==> config.mk <==
export PLATFORM = sky130hd
export DESIGN_NAME = oaid_cell
export DESIGN_NICKNAME = d
export VERILOG_FILES = /design/src/rtl/core/oaid_pkg.sv /design/src/rtl/core/oaid_cell.sv
export SDC_FILE = /design/constraint.sdc
export NUM_CORES = 1
export LEC_CHECK = 0
export BUFFER_PORTS_ARGS = -buffer_cell sky130_fd_sc_hd__buf_4
export CAP_MARGIN = 10
export CORE_MARGIN = 10
export CORE_UTILIZATION = 46
export DETAILED_ROUTE_END_ITERATION = 8
export GPL_TIMING_DRIVEN = 0
export HOLD_SLACK_MARGIN = 0.1
export PLACE_DENSITY = 0.84
export SLEW_MARGIN = 25
export SYNTH_ARGS = -nofsm -noshare
export SYNTH_HDL_FRONTEND = slang
export SYNTH_SLANG_ARGS = --single-unit
export TNS_END_PERCENT = 50
==> constraint.sdc <==
create_clock -name i_clk -period 2.6 [get_ports i_clk]
set_input_delay 0.26 -clock i_clk [delete_from_list [all_inputs] [get_ports i_clk]]
set_output_delay 0.26 -clock i_clk [all_outputs]
set_load 0.01 [all_outputs]
==> src/rtl/core/oaid_pkg.sv <==
// ----------------------------------------------------------------------------
// oaid_pkg: shared types and constants for the ordered array block
// Command and status codes, table depth, and the control bundle that the
// top level broadcasts to every storage cell.
// ----------------------------------------------------------------------------
`default_nettype none

package oaid_pkg;

    // table geometry
    localparam int C_DEPTH      = 64;
    localparam int C_DATA_W     = 32;
    localparam int C_COUNT_W    = 7;

    typedef logic [C_COUNT_W-1:0]      t_count;
    typedef logic signed [C_DATA_W-1:0] t_data;

    localparam t_count C_FULL_COUNT = t_count'(C_DEPTH);

    // request commands
    typedef enum logic [1:0] {
        CMD_INSERT = 2'd0,
        CMD_DELETE = 2'd1,
        CMD_SEARCH = 2'd2,
        CMD_CLEAR  = 2'd3
    } t_cmd;

    // result status codes
    typedef enum logic [1:0] {
        ST_OK    = 2'd0,
        ST_EMPTY = 2'd1,
        ST_RANGE = 2'd2,
        ST_FULL  = 2'd3
    } t_status;

    // broadcast to all cells for one accepted request
    typedef struct packed {
        logic   insert_en;   // insert passed its checks
        logic   delete_en;   // delete passed its checks
        logic   search_en;   // search request
        t_count pos;         // insert or delete position
        t_count len;         // length before the request
        t_data  value;       // insert or search value
    } t_cell_ctrl;

endpackage

`default_nettype wire

==> src/rtl/core/oaid_cell.sv <==
// ----------------------------------------------------------------------------
// oaid_cell: one entry of the ordered array
// Holds one word, takes its lower neighbor on an insert shift and its upper
// neighbor on a delete shift, and compares itself against a search value.
// ----------------------------------------------------------------------------
`default_nettype none

module oaid_cell (
    input  wire logic                 i_clk,
    input  wire oaid_pkg::t_cell_ctrl i_ctrl,
    input  wire oaid_pkg::t_count     i_index,
    input  wire oaid_pkg::t_data      i_prev,
    input  wire oaid_pkg::t_data      i_next,
    output oaid_pkg::t_data           o_data,
    output logic                      o_match
);

    oaid_pkg::t_data r_data;
    oaid_pkg::t_data n_data;
    logic            r_match;

    // shift / load selection
    always_comb begin
        n_data = r_data;
        if (i_ctrl.insert_en) begin
            if (i_index > i_ctrl.pos) begin
                n_data = i_prev;
            end else if (i_index == i_ctrl.pos) begin
                n_data = i_ctrl.value;
            end
        end else if (i_ctrl.delete_en) begin
            if (i_index >= i_ctrl.pos) begin
                n_data = i_next;
            end
        end
    end

    // entry storage (undefined until written, no reset)
    always_ff @(posedge i_clk) begin
        r_data <= n_data;
    end

    // compare against old contents, only valid entries count
    always_ff @(posedge i_clk) begin
        if (i_ctrl.search_en) begin
            r_match <= (r_data == i_ctrl.value) && (i_index < i_ctrl.len);
        end
    end

    assign o_data  = r_data;
    assign o_match = r_match;

endmodule

`default_nettype wire

After elaboration in Yosys (flattened, before gate mapping)
Cells that the tools add are included.

Reductions and logical operators: 4. Order comparisons: 3. Eq/ne operators: 3. Muxes and demuxes: 5.

Operator list (number): two-way mux 32 bit (5); == test 32 bit (1); == test 7 bit (1); >= comparator 7 bit (1); greater-than comparator 7 bit (1); < comparator 7 bit (1); nonzero test 2 bit (2); inequality test 3 x 1 -> 1 bit, second input constant (1); AND reduction 3 bit (1); logical AND 1 bit (1).

Output and inout bits: 33. Register bits: 33.

Longest topological paths before layout
Depth after elaboration: 4. Gate-level depth with buffers: 9. Depth with buffers taken out: 7.

Worst setup path after synthesis
Ideal clock, no wire load.

Path kind: input-to-reg. Start point: in i_ctrl[45] (netlist name). End point: reg r_data[0] (netlist: o_data[0]) (enable). Cell stages on the path: 6. Arrival: 1932 ps. Setup slack: 277 ps. Path through: inv_1 > ha_1 > nand4_4 > clkbuf_1 > a31oi_1 > o22a_1.

Longest elaborated chain between the ends: 3. Elaborated cells on any way between the ends: 6. Those cells by class: 2 x order compare; 2 x eq/ne; 2 x reduce/logical.

Ends and longest elaborated chain: start, declared (RTL line oaid_cell.sv:10) `input wire oaid_pkg::t_cell_ctrl i_ctrl,`; greater-than comparator 7 bit, or another cell as far along (RTL line oaid_cell.sv:26) `if (i_index > i_ctrl.pos) begin`; inequality test 3 x 1 -> 1 bit (no line) or nonzero test 2 bit (tied branches); AND reduction 3 bit (no line) *; end signal, assigned (RTL line oaid_cell.sv:40) `r_data <= n_data;`; end, declared (RTL line oaid_cell.sv:18) `oaid_pkg::t_data r_data;`.

Mark *: on every way between the ends. The rest lies on a longest branch, timed or not. A chain may end at the register's enable or synchronous reset.

Worst setup path after layout
Start point: in i_index[6]. End point: reg r_data[24] (netlist: o_data[24]) (enable).

Longest elaborated chain between the ends: 3. Elaborated cells on any way between the ends: 6. Those cells by class: 2 x order compare; 2 x eq/ne; 2 x reduce/logical.

Ends and longest elaborated chain: start, declared (RTL line oaid_cell.sv:11) `input wire oaid_pkg::t_count i_index,`; greater-than comparator 7 bit, or another cell as far along (RTL line oaid_cell.sv:26); inequality test 3 x 1 -> 1 bit (no line) or nonzero test 2 bit (tied branches); AND reduction 3 bit (no line) *.

Marked as above.

==> impl_metrics.json <==
{
  "status": "completed",
  "synth_nets": 479,
  "drt-met1-wl_mm": 4.24,
  "dp_hpwl_mm": 9.24,
  "wl_per_cell_um": 20.2,
  "crit_chain": "buf_4, ha_1, nand4_4, clkbuf_1, a31oi_1, o22a_2, buf_12",
  "crit_family": "buffers and inverters",
  "clock_latency_ns": 0.29,
  "die_w_um": 100,
  "cts_buffers": 5,
  "vias": 3474,
  "synthCells": 345,
  "first_iter_violations": 241,
  "required_ns": 2.59,
  "cts_tree": "yes",
  "cts_root_buffer": "clkbuf_8",
  "synth-edff-count": 33,
  "drive_gt1_frac": 0.358,
  "dieArea_um2": 10000,
  "ioPinCount": 154,
  "utilization": 0.684,
  "ys.warnings.count": 0,
  "critPathArrivalTime_ns": 2.01,
  "postRouteAntennaNets": 0,
  "crit_slowest_cell": "ha_1",
  "wl_met2_mm": 5.95,
  "clk_pin_slew_ns": 0.07,
  "slew_violations": 0,
  "hold_path_class": "input port to register",
  "setup_ws_ns": 0.574,
  "htreeDepth": 2,
  "synth_commonest_cells": "nand2_1 (34), a31oi_1 (33), edfxtp_1 (33), nor2_1 (33), o21a_1 (33)",
  "first_pass_iters": 8,
  "drv_cap": 0,
  "wl_met3_mm": 1.09,
  "fmaxAchievable_mhz": 494,
  "ctsResizeCount": 0,
  "yosysTopAreaCell": "edfxtp_1",
  "rsz0062_at_grt": "no",
  "vdd_ir_drop_max_v": 0.000280,
  "io_buffer_count": 152,
  "syn_avg_cell_area_um2": 8.55,
  "synth_top_area_share": 0.336,
  "coreArea_um2": 6280,
  "grt_pass1_wl_mm": 18.0,
  "synth_area_leaders": "edfxtp_1 (34%), o21a_1 (8.4%), xor2_1 (8.3%)",
  "cts_hold_buf": 0,
  "antenna_cells": 0,
  "antenna_found_initial": 0,
  "worst_pin_slew_ns": 0.567,
  "cts_setup_buffers": 0,
  "relSlewSlack": 0.622,
  "synth_area_um2": 2950,
  "critical_path_buf_inv_count": 3,
  "gp_congestion": 0.822,
  "critPathLaunchType": "input port",
  "die_h_um": 100,
  "p_leak_nw": 1.87,
  "async_flop_share": 0,
  "cts.sinks": 33,
  "routed.top_layer": "met4",
  "cp_max_fo": 25,
  "start_util": 0.470,
  "grt_start_max_net_pins": 26,
  "cts_buffer_depth": 2,
  "post-route-drc-count": 0,
  "post-synth-top-count-cell": "nand2_1",
  "grt_remaining_overflow": 0,
  "grt_usage": 0.217,
  "ys_seq_area_frac": 0.336,
  "fin_nets": 639,
  "period_needed_ns": 2.03,
  "p_per_area_nw_per_um2": 472,
  "rows": 29,
  "grt_pass1_vias": 3635,
  "cp-end-kind": "register",
  "slowest_delay_ns": 0.34,
  "pre_cts_ws_ns": 0.313,
  "timing.final.crit_share": 0.779,
  "finClkSkew_ns": 0.0121,
  "synth_seq_cells": 33,
  "synth-main-ff-cell": "edfxtp_1",
  "yosysUniqueCellTypes": 33,
  "hold_viol_final": 0,
  "wirelength_mm": 11.8,
  "setup_viol": 0,
  "path_class": "input port to register",
  "vias_per_cell": 5.96,
  "synthToLayoutAreaGrowth_pct": 45.5
}
registers in the layout (all words and copies together) (netlist names):
signal   count
o_match      1
o_data      32
routing by layer:
metal	vias up	GRT usage
met2	210	0.383
met5	-	0
met1	1621	0.238
met4	0	0.102
li1	1605	-
met3	38	0.0563
stage by stage:
stage                     setup TNS [ns]  power [W]  cell area, um2  hold slack (ns)  instances
after floorplan                        0    0.00120            2950            0.372        345
after global placement            -14.37    0.00160            4190            0.458        574
after detailed placement               0    0.00163            4210            0.462        575
after CTS                              0    0.00202            4290            0.172        583
after global routing                   0    0.00213            4290            0.168        583
final                                  0    0.00203            4290            0.173        583
logic make-up after synthesis:
family	synth area share
DFF	0.336
and+or+nand+nor	0.132
AOI/OAI and AO/OA	0.318
adders and majority gates	0.0551
xor gates and xnor gates	0.0950
buffers and inverters	0.0645
power by group:
group | switching [W] | internal, W | leakage (nW)
logic | 0.000461 | 0.000417 | 1.51
clock network | 0.000209 | 0.000186 | 0.0450
registers | 0.0000606 | 0.000695 | 0.319
cell usage in the layout (no fill, tap or decap), drive strengths merged:
master / n
nor4: 6
clkinv: 2
nor3: 3
nor2b: 2
o22a: 1
nor2: 33
buf: 170
xor2: 28
nand2: 34
o211ai: 1
nand3: 2
clkbuf: 15
nand2b: 1
nand4: 4
a31oi: 33
o21ai: 34
and3: 1
edfxtp: 33
nand3b: 1
a22oi: 32
inv: 13
xnor2: 4
ha: 13
o21a: 33
a21oi: 6
a21o: 1
cell type report:
type,count,area [um2]
Buffer,26,141
Multi-Input combinational cell,273,1770
Tap cell,77,96.3
Clock buffer,6,72.6
Timing Repair Buffer,153,1160
Inverter,13,48.8
Fill cell,552,1990
Sequential cell,33,991
Clock inverter,2,10.0
path summary, 6_finish.rpt:
kind,startpoint,to,slack [ns],cells past startpoint
worst max-delay path,i_index[6],o_data[24],0.57,7
worst max register to register,o_data[2],o_match,1.17,4
worst min-delay path,i_ctrl[46],o_match,0.17,1
worst min register to register,o_data[21],o_match,0.87,5
No activity file was read; power rests on OpenSTA's default activity.
